**config.mk**
```make
export PLATFORM = sky130hd
export DESIGN_NAME = msm_index
export DESIGN_NICKNAME = d
export VERILOG_FILES = /design/src/design/msm_pkg.sv /design/src/design/msm_index.sv
export SDC_FILE = /design/constraint.sdc
export NUM_CORES = 1
export LEC_CHECK = 0
export BUFFER_PORTS_ARGS = -buffer_cell sky130_fd_sc_hd__buf_2
export CORE_UTILIZATION = 40
export CTS_CLUSTER_SIZE = 14
export DETAILED_ROUTE_END_ITERATION = 12
export HOLD_SLACK_MARGIN = 0.02
export PLACE_DENSITY_LB_ADDON = 0.05
export REMOVE_ABC_BUFFERS = 1
export SLEW_MARGIN = 40
export SYNTH_ARGS = -nofsm -noshare
export SYNTH_HDL_FRONTEND = slang
export SYNTH_SLANG_ARGS = --single-unit
```
**constraint.sdc**
```tcl
create_clock -name i_clk -period 3.2 [get_ports i_clk]
set_input_delay 0.48 -clock i_clk [delete_from_list [all_inputs] [get_ports i_clk]]
set_output_delay 0.48 -clock i_clk [all_outputs]
set_load 0.02 [all_outputs]
```
**src/design/msm_pkg.sv**
```systemverilog
// Package for the misfire speed modulator: widths, curve selector and curve tables.
// Used by every module of the block; depends on nothing.
package msm_pkg;

    localparam int TEETH_DEFAULT = 240;
    localparam int SPEED_W       = 14;
    localparam int STRENGTH_W    = 15;
    localparam int PATTERN_W     = 4;
    localparam int TOOTH_W       = 8;
    localparam int OUT_W         = 16;
    localparam int CURVE_W       = 17;   // signed Q15 curve sample
    localparam int CFG_IDX_W     = 2;
    localparam int CFG_DATA_W    = 15;

    // Configuration register indexes
    localparam logic [CFG_IDX_W-1:0] CFG_SPEED    = 2'd0;
    localparam logic [CFG_IDX_W-1:0] CFG_STRENGTH = 2'd1;
    localparam logic [CFG_IDX_W-1:0] CFG_PATTERN  = 2'd2;

    typedef enum logic [1:0] {
        CURVE_OFF = 2'd0,
        CURVE_A   = 2'd1,
        CURVE_B   = 2'd2,
        CURVE_C   = 2'd3
    } t_curve;

    // Quarter sine, Q15, 61 points
    function automatic logic [15:0] sine_quarter(input logic [5:0] k);
        logic [15:0] v;
        unique case (k)
            6'd0: v = 16'h0000; 6'd1: v = 16'h0359; 6'd2: v = 16'h06b2; 6'd3: v = 16'h0a0a;
            6'd4: v = 16'h0d61; 6'd5: v = 16'h10b4; 6'd6: v = 16'h1405; 6'd7: v = 16'h1753;
            6'd8: v = 16'h1a9c; 6'd9: v = 16'h1de1; 6'd10: v = 16'h2120; 6'd11: v = 16'h245a;
            6'd12: v = 16'h278d; 6'd13: v = 16'h2ab9; 6'd14: v = 16'h2dde; 6'd15: v = 16'h30fb;
            6'd16: v = 16'h340f; 6'd17: v = 16'h371a; 6'd18: v = 16'h3a1b; 6'd19: v = 16'h3d13;
            6'd20: v = 16'h3fff; 6'd21: v = 16'h42e0; 6'd22: v = 16'h45b6; 6'd23: v = 16'h487f;
            6'd24: v = 16'h4b3b; 6'd25: v = 16'h4deb; 6'd26: v = 16'h508c; 6'd27: v = 16'h5320;
            6'd28: v = 16'h55a5; 6'd29: v = 16'h581b; 6'd30: v = 16'h5a81; 6'd31: v = 16'h5cd8;
            6'd32: v = 16'h5f1e; 6'd33: v = 16'h6154; 6'd34: v = 16'h6378; 6'd35: v = 16'h658b;
            6'd36: v = 16'h678d; 6'd37: v = 16'h697c; 6'd38: v = 16'h6b58; 6'd39: v = 16'h6d22;
            6'd40: v = 16'h6ed9; 6'd41: v = 16'h707c; 6'd42: v = 16'h720b; 6'd43: v = 16'h7387;
            6'd44: v = 16'h74ee; 6'd45: v = 16'h7640; 6'd46: v = 16'h777e; 6'd47: v = 16'h78a7;
            6'd48: v = 16'h79bb; 6'd49: v = 16'h7ab9; 6'd50: v = 16'h7ba2; 6'd51: v = 16'h7c75;
            6'd52: v = 16'h7d32; 6'd53: v = 16'h7dda; 6'd54: v = 16'h7e6b; 6'd55: v = 16'h7ee6;
            6'd56: v = 16'h7f4b; 6'd57: v = 16'h7f99; 6'd58: v = 16'h7fd2; 6'd59: v = 16'h7ff3;
            6'd60: v = 16'h7fff;
            default: v = 16'h0000;
        endcase
        return v;
    endfunction

    // Half of the slow lobe of curve A, 91 points
    function automatic logic [15:0] lobe_half(input logic [6:0] j);
        logic [15:0] v;
        unique case (j)
            7'd0: v = 16'h0000; 7'd1: v = 16'h00be; 7'd2: v = 16'h017d; 7'd3: v = 16'h023b;
            7'd4: v = 16'h02f9; 7'd5: v = 16'h03b7; 7'd6: v = 16'h0475; 7'd7: v = 16'h0533;
            7'd8: v = 16'h05f0; 7'd9: v = 16'h06ac; 7'd10: v = 16'h0768; 7'd11: v = 16'h0824;
            7'd12: v = 16'h08de; 7'd13: v = 16'h0998; 7'd14: v = 16'h0a52; 7'd15: v = 16'h0b0a;
            7'd16: v = 16'h0bc2; 7'd17: v = 16'h0c79; 7'd18: v = 16'h0d2f; 7'd19: v = 16'h0de3;
            7'd20: v = 16'h0e97; 7'd21: v = 16'h0f4a; 7'd22: v = 16'h0ffb; 7'd23: v = 16'h10ab;
            7'd24: v = 16'h115a; 7'd25: v = 16'h1207; 7'd26: v = 16'h12b4; 7'd27: v = 16'h135e;
            7'd28: v = 16'h1407; 7'd29: v = 16'h14af; 7'd30: v = 16'h1555; 7'd31: v = 16'h15f9;
            7'd32: v = 16'h169b; 7'd33: v = 16'h173c; 7'd34: v = 16'h17db; 7'd35: v = 16'h1878;
            7'd36: v = 16'h1913; 7'd37: v = 16'h19ad; 7'd38: v = 16'h1a44; 7'd39: v = 16'h1ad9;
            7'd40: v = 16'h1b6c; 7'd41: v = 16'h1bfd; 7'd42: v = 16'h1c8c; 7'd43: v = 16'h1d19;
            7'd44: v = 16'h1da3; 7'd45: v = 16'h1e2b; 7'd46: v = 16'h1eb0; 7'd47: v = 16'h1f34;
            7'd48: v = 16'h1fb4; 7'd49: v = 16'h2033; 7'd50: v = 16'h20ae; 7'd51: v = 16'h2128;
            7'd52: v = 16'h219e; 7'd53: v = 16'h2212; 7'd54: v = 16'h2284; 7'd55: v = 16'h22f3;
            7'd56: v = 16'h235f; 7'd57: v = 16'h23c8; 7'd58: v = 16'h242e; 7'd59: v = 16'h2492;
            7'd60: v = 16'h24f3; 7'd61: v = 16'h2550; 7'd62: v = 16'h25ab; 7'd63: v = 16'h2603;
            7'd64: v = 16'h2658; 7'd65: v = 16'h26aa; 7'd66: v = 16'h26fa; 7'd67: v = 16'h2746;
            7'd68: v = 16'h278f; 7'd69: v = 16'h27d4; 7'd70: v = 16'h2817; 7'd71: v = 16'h2857;
            7'd72: v = 16'h2893; 7'd73: v = 16'h28cd; 7'd74: v = 16'h2903; 7'd75: v = 16'h2936;
            7'd76: v = 16'h2965; 7'd77: v = 16'h2992; 7'd78: v = 16'h29bb; 7'd79: v = 16'h29e1;
            7'd80: v = 16'h2a04; 7'd81: v = 16'h2a23; 7'd82: v = 16'h2a40; 7'd83: v = 16'h2a58;
            7'd84: v = 16'h2a6e; 7'd85: v = 16'h2a80; 7'd86: v = 16'h2a8f; 7'd87: v = 16'h2a9b;
            7'd88: v = 16'h2aa3; 7'd89: v = 16'h2aa8; 7'd90: v = 16'h2aaa;
            default: v = 16'h0000;
        endcase
        return v;
    endfunction

    // Signed sine over one 240-point period, k in 0..239
    function automatic logic signed [CURVE_W-1:0] sine240(input logic [7:0] k);
        logic [7:0]  h;
        logic [7:0]  q;
        logic [15:0] m;
        h = (k >= 8'd120) ? k - 8'd120 : k;
        q = (h <= 8'd60) ? h : 8'd120 - h;
        m = sine_quarter(q[5:0]);
        return (k >= 8'd120) ? -$signed({1'b0, m}) : $signed({1'b0, m});
    endfunction

endpackage

```
**src/design/msm_index.sv**
```systemverilog
// Index stage: reduces the tooth and subtracts the pattern offset modulo the cycle.
// Depends on msm_pkg.
module msm_index #(
    parameter int TEETH_PER_CYCLE = msm_pkg::TEETH_DEFAULT
) (
    input  logic                        i_clk,
    input  logic                        i_rst_n,
    input  logic                        i_advance,
    input  logic                        i_valid,
    input  logic [msm_pkg::TOOTH_W-1:0] i_tooth,
    input  logic [msm_pkg::PATTERN_W-1:0] i_pattern,
    output logic                        o_valid,
    output logic [msm_pkg::TOOTH_W-1:0] o_index,
    output msm_pkg::t_curve             o_curve
);
    import msm_pkg::*;

    localparam logic [TOOTH_W:0] TEETH = (TOOTH_W+1)'(TEETH_PER_CYCLE);

    logic [TOOTH_W-1:0] n_tooth;
    logic [TOOTH_W-1:0] n_offset;
    logic [TOOTH_W:0]   n_diff;
    t_curve             n_curve;
    logic               r_valid;
    logic [TOOTH_W-1:0] r_index;
    t_curve             r_curve;

    // Decode the two lowest set bits of the pattern
    always_comb begin
        n_curve  = CURVE_OFF;
        n_offset = '0;
        unique case (i_pattern)
            4'b0000: begin n_curve = CURVE_OFF; n_offset = 8'd0;   end
            4'b0001, 4'b0011, 4'b0101, 4'b0111, 4'b1011, 4'b1101, 4'b1111,
            4'b1001: begin
                n_offset = 8'd40;
                if (i_pattern == 4'b0001) n_curve = CURVE_A;
                else if (i_pattern[1:0] == 2'b11) n_curve = CURVE_B;
                else if (i_pattern[2]) n_curve = CURVE_C;
                else begin n_curve = CURVE_B; n_offset = 8'd220; end
            end
            4'b0010, 4'b0110, 4'b1010, 4'b1110: begin
                n_offset = 8'd100;
                if (i_pattern == 4'b0010) n_curve = CURVE_A;
                else if (i_pattern[2]) n_curve = CURVE_B;
                else n_curve = CURVE_C;
            end
            4'b0100, 4'b1100: begin
                n_offset = 8'd160;
                n_curve  = (i_pattern[3]) ? CURVE_B : CURVE_A;
            end
            4'b1000: begin n_curve = CURVE_A; n_offset = 8'd220; end
            default: begin n_curve = CURVE_OFF; n_offset = 8'd0; end
        endcase
    end

    // Reduce tooth and subtract offset modulo the cycle
    always_comb begin
        n_tooth = ({1'b0, i_tooth} >= TEETH) ? i_tooth - TEETH[TOOTH_W-1:0] : i_tooth;
        n_diff  = {1'b0, n_tooth} - {1'b0, n_offset};
        if (n_diff[TOOTH_W]) n_diff = n_diff + TEETH;
    end

    always_ff @(posedge i_clk) begin
        if (!i_rst_n) begin
            r_valid <= 1'b0;
        end else if (i_advance) begin
            r_valid <= i_valid;
        end
    end

    always_ff @(posedge i_clk) begin
        if (i_advance) begin
            r_index <= n_diff[TOOTH_W-1:0];
            r_curve <= n_curve;
        end
    end

    assign o_valid = r_valid;
    assign o_index = r_index;
    assign o_curve = r_curve;

    // Index always stays inside the cycle
    assert property (@(posedge i_clk) disable iff (!i_rst_n)
        r_valid |-> ({1'b0, r_index} < TEETH))
        else $error("index out of cycle");
endmodule

```
### Word level (Yosys, flattened, before mapping)

Index checks and enable logic that the tools add are counted.
Widths: inputs -> output; s select.

| storage, ports and cells | value |
|---|---|
| register bits after elaboration | 11 |
| latch bits | 0 |
| memory bits (writable) | 0 |
| memory bits (read-only) | 0 |
| input bits | 16 |
| output and inout port bits | 11 |
| word-level logic and storage cells | 40 |
| memories kept | 0 |

| cells by class | value |
|---|---|
| $add $sub $neg | 3 |
| multipliers | 0 |
| divide/modulo/power cells | 0 |
| $lt $le $gt $ge | 1 |
| equality and inequality tests | 16 |
| shift operators | 0 |
| mux-type cells | 13 |
| bitwise gates (word level) | 0 |
| reduce and logical (&&, ||, !) cells | 4 |

Operators by type and width:

| operator | count |
|---|---|
| $mux 8 | 5 |
| $pmux 8 s5 | 1 |
| $eq 4x4->1 const B | 8 |
| $eq 4x3->1 const B | 4 |
| $pmux 2 s5 | 1 |
| $sub 8x8->9 | 1 |
| $add 8x8->8 const B | 1 |
| $eq 4x2->1 const B | 2 |
| $ge 8x8->1 const B | 1 |
| $reduce_or 8->1 | 1 |
| $sub 8x8->8 const B | 1 |
| $mux 2 | 3 |
| $eq 4x1->1 const B | 1 |
| $logic_not 4->1 | 1 |
| $reduce_or 4->1 | 1 |
| $mux 1 | 3 |
| $eq 2x2->1 const B | 1 |
| $reduce_or 2->1 | 1 |

### Longest topological paths before layout

| logic depth | value |
|---|---|
| word-level depth | 7 |
| gate-level depth with buffers | 12 |
| gate-level depth less buffers | 12 |

### Worst setup path before layout

Ideal clock, no wire load.

| timing path | value |
|---|---|
| path type | input to register |
| from | input port i_pattern[2] (netlist name) |
| to | register r_index[7] (netlist: o_index[7]), data pin |
| setup time | 0.270 ns |
| data arrival time | 2.327 ns |
| data required time | 2.930 ns |
| path slack | 0.603 ns |
| stages on the path | 12 |
| cells stage by stage | nor2_1 > and2_1 > inv_1 > o21ai_0 > ha_1 > inv_1 > fa_1 > a211oi_2 > o21bai_1 > a21oi_2 > nand4_1 > xor2_1 |

| between the ends | value |
|---|---|
| word-level cells in the longest chain between the ends | 7 |
| elaborated cells between the ends (all ways) | 26 |

RTL lines:

| item | RTL line | source |
|---|---|---|
| start: declaration | msm_index.sv:11 | `input logic [msm_pkg::PATTERN_W-1:0] i_pattern,` |
| branches (longest 3 deep; another with $reduce_or 8->1) | - |  |
| $pmux 8 s5 (*) | msm_index.sv:32 | `unique case (i_pattern)` |
| $sub 8x8->9 (*) | msm_index.sv:60 | `n_diff = {1'b0, n_tooth} - {1'b0, n_offset};` |
| $add 8x8->8 | msm_index.sv:61 | `if (n_diff[TOOTH_W]) n_diff = n_diff + TEETH;` |
| $mux 8 (*) | msm_index.sv:61 |  |
| net n_diff[7] | msm_index.sv:22 | `logic [TOOTH_W:0] n_diff;` |
| end signal: assignment | msm_index.sv:74 | `r_index <= n_diff[TOOTH_W-1:0];` |
| end: declaration | msm_index.sv:25 | `logic [TOOTH_W-1:0] r_index;` |

Mark *: on every way through the listed nets, which the timed path passes.
A chain may end at the register's enable or synchronous reset.

### Worst setup path in the final report

Ends and elaborated chain as after synthesis.

==> flow_metrics.py <==
metrics = {
    "outcome": {
        "status": "finished, final reports clean",
    },
    "global_route": {
        "grt_max_degree": 12,
        "grt-ovfl-total": 0,
        "antenna_found_initial": 0,
        "grt_usage": 0.154,
        "grt_pass1_wl_microns": 2310,
        "grt_pass1_vias": 570,
    },
    "setup_path": {
        "cp_slowest_cell": "fa_1",
        "crit_fanout": 7,
        "cp.buffers_inverters": 3,
        "crit_arrival_ps": 2630,
        "worstSetupStartpointType": "primary input",
        "cp.required_ps": 3190,
        "crit_chain": "buf_2, nor2_1, and2_1, inv_1, o21ai_0, ha_1, inv_1, fa_1, a211oi_2, o21bai_1, a21oi_2, nand4_1, xor2_1",
        "slowest_delay_ps": 410,
        "crit_top_cell": "inv_1",
        "critPathCaptureType": "flip-flop",
        "critPathKind": "in -> reg",
        "cp_top_family": "compound AO/OA/AOI/OAI gates",
    },
    "die": {
        "pin_count": 27,
        "coreArea_sq_mm": 0.00180,
        "die_area_sq_mm": 0.00218,
        "start_util": 0.444,
        "dieWidth_microns": 46.7,
        "rows": 15,
        "die_height_microns": 46.7,
    },
    "sta": {
        "finClkSkew_ps": 0,
        "rsz0062_at_grt": "no",
        "period_minus_slack_ps": 2630,
        "slew_violations": 0,
        "holdWs_ps": 392,
        "setup_viol": 0,
        "hold_viol_final": 0,
        "slew_headroom": 0.767,
        "worst_slew_pin_slew_ps": 347,
        "final.period_utilization": 0.823,
        "max_freq_mhz": 380,
        "setup_tns_ps": 0,
    },
    "drt": {
        "wirelength_microns": 1320,
        "vias": 630,
        "drtPass1Iterations": 2,
        "wl_per_cell_microns": 10.2,
        "initialDrtViolationCount": 1,
        "postRouteAntennaNets": 0,
        "viasPerCell": 4.85,
        "drc": 0,
    },
    "finish": {
        "layout.nets": 131,
        "drive_above_1_share": 0.333,
        "num_antenna_cells": 0,
        "syn_to_final_growth_pct": 23.0,
    },
    "power_and_ir_drop": {
        "power.density_mw_per_mm2": 450,
        "p_leak_nw": 0.437,
        "power.total_w": 0.000443,
        "max-vdd-ir-drop_v": 0.000173,
    },
    "yosys": {
        "yosys.area.top_type": "edfxtp_1",
        "synth-seq-cells": 11,
        "syn_area_sq_um": 801,
        "synth_top_area_frac": 0.375,
        "syn_area_per_cell_sq_um": 10.5,
        "synth-edff-count": 10,
        "synth_warnings": 0,
        "synthTopCellsByCount": "10 x edfxtp_1, 8 x ha_1, 8 x inv_1",
        "yosysMostFrequentCell": "edfxtp_1",
        "synth_area_leaders": "edfxtp_1 38%, ha_1 13%, xnor2_1 5.5%, inv_1 3.8%, xor2_1 3.3%",
        "ys_seq_area_frac": 0.400,
        "post_synth_num_cell_types": 33,
        "ys.flop_type": "edfxtp_1",
        "synthArstFlopShare": 0,
        "syn-instance-count": 76,
    },
    "clock_network": {
        "clock_latency_ps": 260,
        "path_clk_slew_ps": 70,
        "clock-root-buffer": "clkbuf_4",
        "postCtsHoldBufs": 0,
        "cts_resized": 0,
        "clock_path_buffers": 2,
        "cts_sinks": 11,
        "postCtsSetupRepairBufs": 0,
        "cts_tree": "yes",
        "htree_levels": 1,
        "numCtsBuffers": 3,
    },
    "placement": {
        "gp_congestion": 0.710,
        "port_buffers": 26,
        "dp_hpwl_microns": 1150,
    },
    "hold_path": {
        "hold_class": "in -> reg",
    },
    "run": {
        "drv_cap": 0,
    },
}
-- stage by stage --
| stage | cell area, sq um | cells | worst slack, ps | utilization |
|---|---|---|---|---|
| 2_1_floorplan | 797 | 75 | 603 | - |
| 3_3_place_gp | 958 | 126 | 351 | 0.532 |
| 3_5_place_dp | 958 | 126 | 279 | 0.532 |
| 4_1_cts | 985 | 130 | 556 | 0.547 |
| 5_1_grt | 985 | 130 | 317 | 0.547 |
| 6_report | 985 | 130 | 565 | 0.547 |
-- state kept, by name (all words and copies together) (netlist names) --
register  flops
o_curve       2
o_index       8
o_valid       1
-- per-layer routing --
metal | routed length [microns] | share of wire | up-vias | global-route usage
li1 | - | - | 335 | -
met1 | 584 | 0.44 | 275 | 0.177
met2 | 663 | 0.50 | 18 | 0.256
met3 | 53 | 0.040 | 2 | 0.0269
met4 | 20 | 0.015 | 0 | 0.114
met5 | 0 | 0 | - | 0
-- cell families (layout without fill, tap and decap cells) --
kind of cell             after synthesis  after routing  share of synthesized area
buffers and inverters                 10             39                     0.0469
adder cells (fa/ha/maj)                9              9                      0.150
flip-flops                            11             11                      0.400
multiplexers                           3              3                     0.0391
XOR/XNOR                               8              8                     0.0875
AO/OA/AOI/OAI                         20             20                      0.173
AND/OR/NAND/NOR                       15             15                      0.103
-- placed cells by master, fill, tap and decap left out, types with 3 or more instances in the layout --
master / count
inv_1: 8
o21ai_0: 5
a21oi_1: 5
nor2_1: 4
xor2_1: 3
ha_1: 8
xnor2_1: 5
edfxtp_1: 10
buf_2: 26
clkbuf_4: 3
-- worst reg2reg max path, cell delays in order, from the launching register on --
cell	delay (ps)
dfxtp_1	310
mux2i_1	120
nor2b_1	60
-- where the power goes --
| group | switching [W] | total [W] | leakage (nW) | internal [W] |
|---|---|---|---|---|
| Combinational | 0.0000964 | 0.000163 | 0.316 | 0.0000669 |
| Sequential | 0.00000371 | 0.000190 | 0.106 | 0.000186 |
| Clock | 0.0000417 | 0.0000898 | 0.0150 | 0.0000480 |
-- final timing paths --
kind,from,end,slack [ps],depth (start not counted)
min,i_tooth[1],o_index[1],390,1
max,i_pattern[2],o_index[7],570,13
max reg2reg,o_valid,o_valid,2610,2
min reg2reg,o_valid,o_valid,520,2
-- area by class of cell --
| type | count | area, sq um |
|---|---|---|
| fill | 174 | 817 |
| multi-input combinational | 55 | 443 |
| sequential | 11 | 320 |
| timing repair buffer | 26 | 130 |
| inverter | 9 | 33.8 |
| tap | 25 | 31.3 |
| clock buffer | 4 | 26.3 |
Power figures use the tool's default switching activity.
