File: src/design/msm_pkg.sv
// Package for the misfire speed modulator: widths, curve selector and curve tables.
// Used by every module of the block; depends on nothing.
package msm_pkg;

    localparam int TEETH_DEFAULT = 240;
    localparam int SPEED_W       = 14;
    localparam int STRENGTH_W    = 15;
    localparam int PATTERN_W     = 4;
    localparam int TOOTH_W       = 8;
    localparam int OUT_W         = 16;
    localparam int CURVE_W       = 17;   // signed Q15 curve sample
    localparam int CFG_IDX_W     = 2;
    localparam int CFG_DATA_W    = 15;

    // Configuration register indexes
    localparam logic [CFG_IDX_W-1:0] CFG_SPEED    = 2'd0;
    localparam logic [CFG_IDX_W-1:0] CFG_STRENGTH = 2'd1;
    localparam logic [CFG_IDX_W-1:0] CFG_PATTERN  = 2'd2;

    typedef enum logic [1:0] {
        CURVE_OFF = 2'd0,
        CURVE_A   = 2'd1,
        CURVE_B   = 2'd2,
        CURVE_C   = 2'd3
    } t_curve;

    // Quarter sine, Q15, 61 points
    function automatic logic [15:0] sine_quarter(input logic [5:0] k);
        logic [15:0] v;
        unique case (k)
            6'd0: v = 16'h0000; 6'd1: v = 16'h0359; 6'd2: v = 16'h06b2; 6'd3: v = 16'h0a0a;
            6'd4: v = 16'h0d61; 6'd5: v = 16'h10b4; 6'd6: v = 16'h1405; 6'd7: v = 16'h1753;
            6'd8: v = 16'h1a9c; 6'd9: v = 16'h1de1; 6'd10: v = 16'h2120; 6'd11: v = 16'h245a;
            6'd12: v = 16'h278d; 6'd13: v = 16'h2ab9; 6'd14: v = 16'h2dde; 6'd15: v = 16'h30fb;
            6'd16: v = 16'h340f; 6'd17: v = 16'h371a; 6'd18: v = 16'h3a1b; 6'd19: v = 16'h3d13;
            6'd20: v = 16'h3fff; 6'd21: v = 16'h42e0; 6'd22: v = 16'h45b6; 6'd23: v = 16'h487f;
            6'd24: v = 16'h4b3b; 6'd25: v = 16'h4deb; 6'd26: v = 16'h508c; 6'd27: v = 16'h5320;
            6'd28: v = 16'h55a5; 6'd29: v = 16'h581b; 6'd30: v = 16'h5a81; 6'd31: v = 16'h5cd8;
            6'd32: v = 16'h5f1e; 6'd33: v = 16'h6154; 6'd34: v = 16'h6378; 6'd35: v = 16'h658b;
            6'd36: v = 16'h678d; 6'd37: v = 16'h697c; 6'd38: v = 16'h6b58; 6'd39: v = 16'h6d22;
            6'd40: v = 16'h6ed9; 6'd41: v = 16'h707c; 6'd42: v = 16'h720b; 6'd43: v = 16'h7387;
            6'd44: v = 16'h74ee; 6'd45: v = 16'h7640; 6'd46: v = 16'h777e; 6'd47: v = 16'h78a7;
            6'd48: v = 16'h79bb; 6'd49: v = 16'h7ab9; 6'd50: v = 16'h7ba2; 6'd51: v = 16'h7c75;
            6'd52: v = 16'h7d32; 6'd53: v = 16'h7dda; 6'd54: v = 16'h7e6b; 6'd55: v = 16'h7ee6;
            6'd56: v = 16'h7f4b; 6'd57: v = 16'h7f99; 6'd58: v = 16'h7fd2; 6'd59: v = 16'h7ff3;
            6'd60: v = 16'h7fff;
            default: v = 16'h0000;
        endcase
        return v;
    endfunction

    // Half of the slow lobe of curve A, 91 points
    function automatic logic [15:0] lobe_half(input logic [6:0] j);
        logic [15:0] v;
        unique case (j)
            7'd0: v = 16'h0000; 7'd1: v = 16'h00be; 7'd2: v = 16'h017d; 7'd3: v = 16'h023b;
            7'd4: v = 16'h02f9; 7'd5: v = 16'h03b7; 7'd6: v = 16'h0475; 7'd7: v = 16'h0533;
            7'd8: v = 16'h05f0; 7'd9: v = 16'h06ac; 7'd10: v = 16'h0768; 7'd11: v = 16'h0824;
            7'd12: v = 16'h08de; 7'd13: v = 16'h0998; 7'd14: v = 16'h0a52; 7'd15: v = 16'h0b0a;
            7'd16: v = 16'h0bc2; 7'd17: v = 16'h0c79; 7'd18: v = 16'h0d2f; 7'd19: v = 16'h0de3;
            7'd20: v = 16'h0e97; 7'd21: v = 16'h0f4a; 7'd22: v = 16'h0ffb; 7'd23: v = 16'h10ab;
            7'd24: v = 16'h115a; 7'd25: v = 16'h1207; 7'd26: v = 16'h12b4; 7'd27: v = 16'h135e;
            7'd28: v = 16'h1407; 7'd29: v = 16'h14af; 7'd30: v = 16'h1555; 7'd31: v = 16'h15f9;
            7'd32: v = 16'h169b; 7'd33: v = 16'h173c; 7'd34: v = 16'h17db; 7'd35: v = 16'h1878;
            7'd36: v = 16'h1913; 7'd37: v = 16'h19ad; 7'd38: v = 16'h1a44; 7'd39: v = 16'h1ad9;
            7'd40: v = 16'h1b6c; 7'd41: v = 16'h1bfd; 7'd42: v = 16'h1c8c; 7'd43: v = 16'h1d19;
            7'd44: v = 16'h1da3; 7'd45: v = 16'h1e2b; 7'd46: v = 16'h1eb0; 7'd47: v = 16'h1f34;
            7'd48: v = 16'h1fb4; 7'd49: v = 16'h2033; 7'd50: v = 16'h20ae; 7'd51: v = 16'h2128;
            7'd52: v = 16'h219e; 7'd53: v = 16'h2212; 7'd54: v = 16'h2284; 7'd55: v = 16'h22f3;
            7'd56: v = 16'h235f; 7'd57: v = 16'h23c8; 7'd58: v = 16'h242e; 7'd59: v = 16'h2492;
            7'd60: v = 16'h24f3; 7'd61: v = 16'h2550; 7'd62: v = 16'h25ab; 7'd63: v = 16'h2603;
            7'd64: v = 16'h2658; 7'd65: v = 16'h26aa; 7'd66: v = 16'h26fa; 7'd67: v = 16'h2746;
            7'd68: v = 16'h278f; 7'd69: v = 16'h27d4; 7'd70: v = 16'h2817; 7'd71: v = 16'h2857;
            7'd72: v = 16'h2893; 7'd73: v = 16'h28cd; 7'd74: v = 16'h2903; 7'd75: v = 16'h2936;
            7'd76: v = 16'h2965; 7'd77: v = 16'h2992; 7'd78: v = 16'h29bb; 7'd79: v = 16'h29e1;
            7'd80: v = 16'h2a04; 7'd81: v = 16'h2a23; 7'd82: v = 16'h2a40; 7'd83: v = 16'h2a58;
            7'd84: v = 16'h2a6e; 7'd85: v = 16'h2a80; 7'd86: v = 16'h2a8f; 7'd87: v = 16'h2a9b;
            7'd88: v = 16'h2aa3; 7'd89: v = 16'h2aa8; 7'd90: v = 16'h2aaa;
            default: v = 16'h0000;
        endcase
        return v;
    endfunction

    // Signed sine over one 240-point period, k in 0..239
    function automatic logic signed [CURVE_W-1:0] sine240(input logic [7:0] k);
        logic [7:0]  h;
        logic [7:0]  q;
        logic [15:0] m;
        h = (k >= 8'd120) ? k - 8'd120 : k;
        q = (h <= 8'd60) ? h : 8'd120 - h;
        m = sine_quarter(q[5:0]);
        return (k >= 8'd120) ? -$signed({1'b0, m}) : $signed({1'b0, m});
    endfunction

endpackage

File: src/design/msm_scale.sv
// Scale stages: curve*strength>>15, then *2*speed>>15, then add the doubled speed.
// Depends on msm_pkg.
module msm_scale (
    input  logic                               i_clk,
    input  logic                               i_rst_n,
    input  logic                               i_advance,
    input  logic                               i_valid,
    input  logic signed [msm_pkg::CURVE_W-1:0] i_sample,
    input  logic [msm_pkg::STRENGTH_W-1:0]     i_strength,
    input  logic [msm_pkg::SPEED_W-1:0]        i_speed,
    output logic                               o_valid,
    output logic [msm_pkg::OUT_W-1:0]          o_speed
);
    import msm_pkg::*;

    logic signed [32:0]          n_p1;
    logic signed [32:0]          n_p2;
    logic signed [OUT_W+1:0]     n_sum;
    logic                        r_v1;
    logic                        r_v2;
    logic                        r_v3;
    logic signed [CURVE_W-1:0]   r_c1;
    logic signed [CURVE_W-1:0]   r_c2;
    logic [OUT_W-1:0]            r_out;

    // Arithmetic shifts floor toward minus infinity
    assign n_p1  = i_sample * $signed({1'b0, i_strength});
    assign n_p2  = r_c1 * $signed({1'b0, i_speed, 1'b0});
    assign n_sum = $signed({3'b000, i_speed, 1'b0}) + (OUT_W+2)'(r_c2);

    // Advance valid bits alongside the three data registers
    always_ff @(posedge i_clk) begin
        if (!i_rst_n) begin
            r_v1 <= 1'b0;
            r_v2 <= 1'b0;
            r_v3 <= 1'b0;
        end else if (i_advance) begin
            r_v1 <= i_valid;
            r_v2 <= r_v1;
            r_v3 <= r_v2;
        end
    end

    always_ff @(posedge i_clk) begin
        if (i_advance) begin
            r_c1  <= CURVE_W'(n_p1 >>> 15);
            r_c2  <= CURVE_W'(n_p2 >>> 15);
            r_out <= n_sum[OUT_W-1:0];
        end
    end

    assign o_valid = r_v3;
    assign o_speed = r_out;

    // The disturbance never drives the speed below zero
    assert property (@(posedge i_clk) disable iff (!i_rst_n)
        (r_v1 && i_advance) |=> !n_sum[OUT_W+1])
        else $error("speed underflow");
endmodule

File: config.mk
export PLATFORM = sky130hd
export DESIGN_NAME = msm_scale
export DESIGN_NICKNAME = d
export VERILOG_FILES = /design/src/design/msm_pkg.sv /design/src/design/msm_scale.sv
export SDC_FILE = /design/constraint.sdc
export NUM_CORES = 1
export LEC_CHECK = 0
export BUFFER_PORTS_ARGS = -buffer_cell sky130_fd_sc_hd__buf_2
export CAP_MARGIN = 20
export CORE_ASPECT_RATIO = 0.75
export CORE_MARGIN = 10
export CORE_UTILIZATION = 50
export CTS_CLUSTER_DIAMETER = 30
export DETAILED_ROUTE_END_ITERATION = 12
export GPL_TIMING_DRIVEN = 0
export MAX_ROUTING_LAYER = met4
export PLACE_DENSITY_LB_ADDON = 0.15
export SLEW_MARGIN = 10
export SYNTH_ARGS = -nofsm -noshare
export SYNTH_HDL_FRONTEND = slang
export SYNTH_SLANG_ARGS = --single-unit
File: constraint.sdc
create_clock -name i_clk -period 8.7 [get_ports i_clk]
set_clock_uncertainty 0.1 [all_clocks]
set_input_delay 1.74 -clock i_clk [delete_from_list [all_inputs] [get_ports i_clk]]
set_output_delay 1.74 -clock i_clk [all_outputs]
set_load 0.02 [all_outputs]
Word-level counts from Yosys, hierarchy flattened. Cells that the tools add are included.

Flip-flop bits (word level): 52.

Add/subtract/negate cells: 1. Multipliers: 2.

Operators with widths (count): 17-bit by 16-bit multiplier with 32-bit output (1); 17-bit by 15-bit multiplier with 30-bit output (1); 16-bit adder (1).

Logic depth before layout (Yosys ltp). Gate-level depths: netlist (run 1).

Word-level depth: 1. Depth in mapped cells: 24. Mapped depth without buffers: 23.

Worst setup path after synthesis (run 1). No wires, ideal clock.

Path kind: input port to flip-flop. Start: input i_strength[8] (netlist bit). End: register r_c1[13], data pin. Data required time: 8.335 ns. Arrival time: 7.185 ns. Path slack: 1.150 ns. Cell stages on the path: 21. Cell sequence: clkbuf_1 clkbuf_1 nand2_1 fa_1 fa_1 inv_1 fa_1 fa_1 fa_1 inv_1 fa_1 inv_1 ha_1 a21o_1 a21o_1 a21oi_1 and4_4 o31ai_4 a21oi_2 nor4b_1 or3_1.

Longest elaborated chain between the ends: 1.

Ends and longest elaborated chain: start, declared (RTL line msm_scale.sv:9) `input logic [msm_pkg::STRENGTH_W-1:0] i_strength,`; 17-bit by 16-bit multiplier with 32-bit output (RTL line msm_scale.sv:27) `assign n_p1 = i_sample * $signed({1'b0, i_strength});`; via n_p1[28] (RTL line msm_scale.sv:16) `logic signed [32:0] n_p1;`; end signal, assigned (RTL line msm_scale.sv:46) `r_c1 <= CURVE_W'(n_p1 >>> 15);`; end, declared (RTL line msm_scale.sv:22) `logic signed [CURVE_W-1:0] r_c1;`.

The timed path passes the listed nets, and every way through them passes these cells. A chain may end at the register's enable or synchronous reset.

Worst setup path after layout (run 1).
Start: input i_speed[6] (netlist bit). End: register r_c2[14], data pin.

Longest elaborated chain between the ends: 1.

Ends and longest elaborated chain: start, declared (RTL line msm_scale.sv:10) `input logic [msm_pkg::SPEED_W-1:0] i_speed,`; 17-bit by 15-bit multiplier with 30-bit output (RTL line msm_scale.sv:28) `assign n_p2 = r_c1 * $signed({1'b0, i_speed, 1'b0});`; via n_p2[29] (RTL line msm_scale.sv:17) `logic signed [32:0] n_p2;`; end signal, assigned (RTL line msm_scale.sv:47) `r_c2 <= CURVE_W'(n_p2 >>> 15);`; end, declared (RTL line msm_scale.sv:23) `logic signed [CURVE_W-1:0] r_c2;`.

The timed path passes the listed nets, and every way through them passes these cells.

==> flow_summary.ini, run 1 <==
[drt]
avgRoutedWirePerCell_um = 17.8
ant_nets = 0
first_pass_iters = 6
aggregate_routed_wire_length_um = 46600
vias = 13300
remaining_drc_errors = 0
via_density = 5.09
drt_iter0_drc = 711

[timing]
min_period_over_period = 0.952
number_of_failing_hold_endpoints_at_the_final_stage = 0
min_tclk_post_route_ns = 8.28
maxSlewViolCount = 0
hold_slack_ns = 0.327
tns_ns = 0
grt_setup_unrepaired = false
worst_pin_slew_ns = 0.816
relSlewSlack = 0.455
fmax_mhz = 121
finalSetupViolations = 0

[yosys]
dominantRegCellSynth = edfxtp_1
number_of_synthesized_register_bits = 52
synth.cell_area_um2 = 19600
post_synth_inst_count = 2039
synth_enable_flop_cells = 49
yosys_warnings = 0
synth_fp_nets = 2723
post_synth_num_cell_types = 57
synth.avg_cell_area_um2 = 9.63
ys_async_sr_fraction = 0
synth-seq-area-share = 0.0780

[global_routing]
grt_max_degree = 53
grt_overflow = 0
globalRouteTotalUtil = 0.217
grt_pass1_wl_um = 80000
first_global_vias = 15100
grt_antenna_before_repair = 0

[cells_and_area]
final_net_count = 2792
num_antenna_cells = 0
drive_above_1_share = 0.0389
layout_commonest_cell = inv_1
area_delta_synth_final_pct = 5.58
most-common-layout-cells = inv_1 (523), fa_1 (473), and2_1 (278)

[clocking]
clkLatencyLatePin_ns = 0.32
cts_max_path_buffers = 2
tritoncts = built
h_tree_lvl_count = 2
cts.sinks = 52
clock_transition_time_at_the_flip_flop_clock_pins_of_the_worst_setup_and_hold_paths_ns = 0.08
ctsRootBufferMaster = clkbuf_16
cts_buffers = 5

[setup_path]
cp_data_arrival_time_ns = 8.26
critical_path_required_ns = 8.67
critPathMaxFanout = 10
cp-end-kind = flop
slowest_delay_ns = 0.56
reg2regPathDepth = 23
worst_path_most_repeated_cell = fa_1
critPathSlowestCell = fa_1
worstPathCellList = buf_2 -> clkbuf_1 -> nand2_1 -> fa_1 -> fa_1 -> inv_1 -> fa_1 -> fa_1 -> fa_1 -> inv_1 -> fa_1 -> inv_1 -> ha_1 -> and3_1 -> nand3_1 -> a21oi_1 -> o2111ai_1 -> and3_1 -> or3_4 -> a21boi_4 -> a31oi_1 -> xnor2_1
cp-start-kind = primary input
timing.setup.critical_path_class = primary input to flop

[job]
cap_violations = 0

[placed_design]
gp_congestion = 0.939
numPortBuffers = 64
hpwl_um = 40200

[floorplanning]
coreArea_um2 = 38600
placementRows = 62
die_area_um2 = 47700
die_height_um = 192
horizontal_die_dimension_um = 249
starting_density = 0.509
design.portCount = 67

[worst_hold_path]
cell_depth_of_the_worst_hold_path = 0
min-delay-path-class = flop to flop

[outcome]
outcome = completed
==> cell usage after synthesis (4+ instances only) <==
master	count	area [um2]
inv_1	523	1960
fa_1	473	9470
clkbuf_1	67	251
xor2_1	15	131
nand2b_1	4	25.0
nand2_1	226	848
nand4_1	5	31.3
and2_1	278	1740
o21ai_0	17	85.1
nor2_1	27	101
edfxtp_1	49	1470
and3_1	7	43.8
o21a_1	6	45.0
ha_1	161	2010
a21oi_1	24	120
a21o_1	18	135
nor2b_1	7	43.8
nor3_1	12	60.1
o311ai_0	4	35.0
nand3_1	11	55.1
xnor2_1	44	385
o211ai_1	4	30.0
a31oi_1	5	31.3
==> layout make-up <==
| cell class | instances | area, um2 |
|---|---|---|
| tap | 512 | 641 |
| buffer | 65 | 245 |
| inverter | 523 | 1960 |
| fill | 3548 | 17800 |
| clock buffer | 5 | 125 |
| multi-input combinational | 1397 | 15900 |
| sequential | 52 | 1530 |
| clock inverter | 2 | 12.5 |
| timing repair buffer | 64 | 323 |
==> flip-flops by register name, indices dropped and copies added (netlist names) <==
signal   flops
o_speed     16
r_v2         1
o_valid      1
r_c1        17
r_c2        16
r_v1         1
==> logic make-up (layout without fill, tap and decap cells) <==
| family | count (synthesis) | count (layout) | synth area share |
|---|---|---|---|
| flops | 52 | 52 | 0.0780 |
| mux | 4 | 4 | 0.00210 |
| compound gates | 106 | 106 | 0.0384 |
| simple gates | 594 | 594 | 0.157 |
| buf+inv | 590 | 659 | 0.113 |
| fa+ha+maj | 634 | 634 | 0.585 |
| xor+xnor | 59 | 59 | 0.0263 |
==> layer usage <==
layer,GRT usage,routed length [um],vias up
met5,-,0,-
met4,0.0388,665,0
met3,0.0443,3230,35
met2,0.336,21000,326
met1,0.295,21700,6844
li1,-,-,6131
==> stage by stage <==
stage | cells | worst slack [ns] | util | instance area, um2
finish | 2620 | 0.417 | 0.537 | 20700
global route | 2620 | 0.109 | 0.537 | 20700
floorplan | 2039 | 1.15 | - | 19600
detailed placement | 2615 | -0.155 | 0.534 | 20600
global placement | 2615 | -0.0101 | 0.534 | 20600
CTS | 2622 | 0.167 | 0.538 | 20700
==> final timing paths <==
| kind | start | endpoint | slack, ns |
|---|---|---|---|
| worst min register to register | r_c2[0]$_DFFE_PP_ | o_speed[0]$_DFFE_PP_ | 0.33 |
| worst max register to register | r_c1[8]$_DFFE_PP_ | r_c2[14]$_DFFE_PP_ | 1.57 |
| worst min-delay path | r_c2[0]$_DFFE_PP_ | o_speed[0]$_DFFE_PP_ | 0.33 |
| worst max-delay path | i_speed[6] | r_c2[14]$_DFFE_PP_ | 0.42 |
==> worst max-delay path, delay by kind of cell <==
family / cells / cell delay (ns)
compound gates: 4 / 0.94
simple gates: 5 / 1.15
xor+xnor: 1 / 0.14
buf+inv: 5 / 0.92
fa+ha+maj: 7 / 3.36
==> what timing repair did <==
| item | CTS | global route |
|---|---|---|
| buffers inserted | 0 | 0 |
| setup endpoints to repair | 0 | 4 |
| resized for setup | 0 | 2 |
| hold buffers | 0 | 0 |
Power of run 1 is not shown: default switching activity piles up to over one toggle a cycle in this logic, so the estimate is an artifact.
==> run 2: changes to the inputs <==
CORE_ASPECT_RATIO = 0.9   (was 0.75)
CORE_MARGIN = 4   (was 10)
HOLD_SLACK_MARGIN = 0.15   (was not set)
==> run 2 against run 1 <==
  * Critical path depth shrank 2
  * Worst setup slack gained 0.0015 ns
  * Non-clock buffer count is the same
  * Fmax is essentially flat
  * First-iteration DRC count grew 16%
  * Global-route usage grew 3.1 points
  * Via count grew 0.55%
  * Cell area grew 0.23%
  * Critical endpoint is now r_c1[13]$_DFFE_PP_
==> flow_summary.ini, run 2 (same netlist as run 1, synthesis figures left out) <==
[drt]
vias = 13400
avgRoutedWirePerCell_um = 18.0
via_density = 5.09
first_pass_iters = 4
remaining_drc_errors = 0
ant_nets = 0
drt_iter0_drc = 822
aggregate_routed_wire_length_um = 47500

[placed_design]
hpwl_um = 40300
dpl.cell_count = 2628
numPortBuffers = 64
post_place_instance_area_um2 = 20600
gp_congestion = 0.917

[floorplanning]
starting_density = 0.509
horizontal_die_dimension_um = 217
coreArea_um2 = 38500
die_area_um2 = 42500
die_height_um = 196
placementRows = 68
design.portCount = 67

[setup_path]
cp_data_arrival_time_ns = 8.25
cp-start-kind = primary input
timing.setup.critical_path_class = primary input to flop
cp-end-kind = flop
reg2reg_to = r_c2[14]$_DFFE_PP_
critPathMaxFanout = 10
rrSetupSlack_ns = 1.78
regToRegStartpoint = r_c1[16]$_DFFE_PP_
reg2regPathDepth = 23
critical_path_required_ns = 8.67

[timing]
relSlewSlack = 0.424
fmax_mhz = 121
min_period_over_period = 0.952
tns_ns = 0
worst_pin_slew_ns = 0.862
grt_setup_unrepaired = false
finalSetupViolations = 0
min_tclk_post_route_ns = 8.28
number_of_failing_hold_endpoints_at_the_final_stage = 0
maxSlewViolCount = 0

[worst_hold_path]
cell_depth_of_the_worst_hold_path = 0
worst_hold_startpoint = r_c2[0]$_DFFE_PP_
whs_endpoint = o_speed[0]$_DFFE_PP_
min-delay-path-class = flop to flop

[clocking]
gates_resized_cts_repair = 0
ctsRootBufferMaster = clkbuf_16
cts_max_path_buffers = 2
h_tree_lvl_count = 2
tritoncts = built
cts_buffers = 5
clkLatencyLatePin_ns = 0.32
clock_transition_time_at_the_flip_flop_clock_pins_of_the_worst_setup_and_hold_paths_ns = 0.08
cts.sinks = 52

[cells_and_area]
instances_no_fill = 2635
post-route-util = 0.539
final_net_count = 2792
largest-register = r_c1
largest_register_ffs = 17
area_delta_synth_final_pct = 5.82
drive_above_1_share = 0.0384
most-common-layout-cells = inv_1 (523), fa_1 (473), and2_1 (278)
post-route-cell-area_um2 = 20800
layout_commonest_cell = inv_1

[global_routing]
grt_overflow = 0
first_global_vias = 14800
grt_pass1_wl_um = 80000
globalRouteTotalUtil = 0.248
grt_antenna_before_repair = 1
grt_max_degree = 53

[outcome]
outcome = completed

[job]
cap_violations = 0
==> run 2: worst max-delay path by stage <==
stage | startpoint | to | slack, ns | depth (start not counted)
6_report | i_strength[2] | r_c1[13]$_DFFE_PP_ | 0.42 | 20
5_1_grt | i_speed[6] | r_c2[14]$_DFFE_PP_ | 0.16 | 22
4_1_cts | i_speed[7] | r_c2[14]$_DFFE_PP_ | 0.26 | 23
3_5_place_dp | i_speed[7] | r_c2[14]$_DFFE_PP_ | -0.05 | 23
3_3_place_gp | i_speed[7] | r_c2[14]$_DFFE_PP_ | -0.04 | 23
2_1_floorplan | i_strength[8] | r_c1[13]$_DFFE_PP_ | 1.15 | 21
==> run 2: through the flow <==
| stage | setup WS (ns) | hold slack, ns |
|---|---|---|
| final | 0.418 | 0.333 |
| after global routing | 0.155 | 0.350 |
| after CTS | 0.261 | 0.339 |
| after detailed placement | -0.0549 | 0.320 |
| after global placement | -0.0398 | 0.322 |
| after floorplan | 1.15 | 0.300 |
==> run 2: critical path, cell delays in order <==
cell and delay, ns:
buf_2 0.16, clkbuf_1 0.64, nand2_1 0.23, fa_1 0.68
inv_1 0.14, fa_1 0.50, fa_1 0.58, fa_1 0.53
fa_1 0.49, inv_1 0.05, fa_1 0.47, inv_1 0.04
ha_1 0.31, a21o_1 0.17, a211oi_1 0.37, and4_4 0.33
o31ai_4 0.11, a21oi_2 0.26, nor4b_1 0.08, or3_1 0.36
==> run 2: what timing repair did <==
action,in CTS,in global routing
setup endpoints to repair,0,2
buffers inserted,0,0
hold buffers,0,0
==> run 2: final cells by class <==
class	instances	area (um2)
fill	3510	17800
timing repair buffer	64	323
clock inverter	3	42.5
inverter	523	1960
antenna	1	2.50
multi-input combinational	1397	15900
tap	525	657
clock buffer	5	125
sequential	52	1530
buffer	65	244
==> run 2: layer usage <==
layer,vias to the layer above,global-route usage,wire length [um],share of wire
met1,6848,0.362,22200,0.47
met4,0,0.0480,922,0.019
met3,54,0.0432,3510,0.074
li1,6140,-,-,-
met5,-,-,0,0
met2,368,0.370,20900,0.44
Power of run 2 is left out for the same reason.
==> run 3: changes to the inputs <==
clock period = 8.2 ns   (was 8.7 ns; I/O delays follow)
==> run 3 against run 2 <==
  * Cell area shrank 0.21%
  * Routed wire length shrank 2.1%
  * Highest routed layer unchanged
  * Register-to-register slack lost 0.51 ns
  * Hold slack is essentially flat
  * Critical path depth grew 2
  * Worst setup slack lost 0.16 ns
  * Largest cell class unchanged
  * Non-clock buffer count shrank 13
==> flow_summary.ini, run 3 (same netlist as run 1, synthesis figures left out) <==
[outcome]
outcome = completed

[timing]
maxSlewViolCount = 0
finalSetupViolations = 0
tns_ns = 0
relSlewSlack = 0.424
setup_slack_ns = 0.258
number_of_failing_hold_endpoints_at_the_final_stage = 0
min_period_over_period = 0.968
fmax_mhz = 126
grt_setup_unrepaired = false
min_tclk_post_route_ns = 7.94
worst_pin_slew_ns = 0.862

[clocking]
clkLatencyLatePin_ns = 0.32
ctsRootBufferMaster = clkbuf_16
cts.sinks = 52
h_tree_lvl_count = 2
tritoncts = built
clock_transition_time_at_the_flip_flop_clock_pins_of_the_worst_setup_and_hold_paths_ns = 0.08
cts_buffers = 5
cts_max_path_buffers = 2

[drt]
via_density = 5.07
drt_iter0_drc = 754
first_pass_iters = 5
ant_nets = 0
avgRoutedWirePerCell_um = 17.7
aggregate_routed_wire_length_um = 46500
remaining_drc_errors = 0
vias = 13300

[cells_and_area]
most-common-layout-cells = inv_1 (523), fa_1 (473), and2_1 (278)
area_delta_synth_final_pct = 5.60
largest-register = r_c1
final_net_count = 2779
instances_no_fill = 2622
multiInputGateArea_um2 = 15900
post-route-cell-area_um2 = 20700
layout_commonest_cell = inv_1
sequential_cell_area_um2 = 1530
layout.filler_cells = 3508
drive_above_1_share = 0.0406
largest_register_ffs = 17

[floorplanning]
die_area_um2 = 42500
coreArea_um2 = 38500
horizontal_die_dimension_um = 217
starting_density = 0.509
placementRows = 68
die_height_um = 196
design.portCount = 67

[setup_path]
reg2regPathDepth = 23
critical_path_required_ns = 8.18
critPathMaxFanout = 10
cp-end-kind = flop
regToRegStartpoint = r_c1[16]$_DFFE_PP_
timing.setup.critical_path_class = primary input to flop
cp_data_arrival_time_ns = 7.92
reg2reg_to = r_c2[14]$_DFFE_PP_
rrSetupSlack_ns = 1.27
cp-start-kind = primary input

[global_routing]
grt_overflow = 0
grt_pass1_wl_um = 80000
grt_antenna_before_repair = 1
grt_max_degree = 53
globalRouteTotalUtil = 0.248
first_global_vias = 14800

[worst_hold_path]
worst_hold_startpoint = r_c2[0]$_DFFE_PP_
whs_endpoint = o_speed[0]$_DFFE_PP_
cell_depth_of_the_worst_hold_path = 0
min-delay-path-class = flop to flop

[placed_design]
numPortBuffers = 64
gp_congestion = 0.917
hpwl_um = 40300
pre_cts_slack_ns = -0.455
post_place_instance_area_um2 = 20600
dpl.cell_count = 2628

[job]
cap_violations = 0
run 3: cell type report:
class	count	share of cell area
well taps	525	0.0317
inverters	523	0.0947
clock buffers	5	0.00604
plain buffers	52	0.00966
flip-flops and latches	52	0.0739
repair buffers	64	0.0156
diodes	1	0.000121
multi-input cells	1397	0.766
clock inverters	3	0.00205
run 3: how the worst max path moves through the flow:
stage | slack, ns | startpoint | end
CTS | 0.11 | i_speed[6] | r_c2[14]$_DFFE_PP_
finish | 0.26 | i_sample[8] | r_c1[16]$_DFFE_PP_
global route | 0.001 | i_sample[12] | r_c1[16]$_DFFE_PP_
floorplan | 0.75 | i_strength[8] | r_c1[13]$_DFFE_PP_
global placement | -0.44 | i_speed[7] | r_c2[14]$_DFFE_PP_
detailed placement | -0.45 | i_speed[7] | r_c2[14]$_DFFE_PP_
run 3: critical path, stage by stage:
cell       delay (ns)
buf_2            0.14
clkbuf_1         0.56
nand2_1          0.18
fa_1             0.55
fa_1             0.48
fa_1             0.47
fa_1             0.49
inv_1            0.06
fa_1             0.53
inv_1            0.05
fa_1             0.47
inv_1            0.04
ha_1             0.32
nand4_1          0.13
nor2_1           0.19
nand2_1          0.09
a2bb2oi_2        0.18
and4_4           0.21
o31ai_4          0.38
nand3_1          0.25
and3_1           0.23
a211o_1          0.26
run 3: metal layers:
layer  global-route usage  wire length (um)  part of all wire
met5                    -                 0                 0
met4               0.0480               831             0.018
met3               0.0452              3340             0.072
met2                0.370             20500              0.44
met1                0.361             21900              0.47
run 3: through the flow:
stage | hold WS [ns] | util
after floorplan | 0.300 | -
after global placement | 0.322 | 0.535
after detailed placement | 0.320 | 0.535
after CTS | 0.339 | 0.539
after global routing | 0.350 | 0.538
final | 0.332 | 0.538
run 3: what timing repair did:
item	4_1_cts	5_1_grt
buffers inserted	0	0
resized for setup	0	9
endpoints found under the setup margin	4	9
endpoints found under the hold margin	0	0
hold buffers	0	0
Power of run 3 is left out for the same reason.
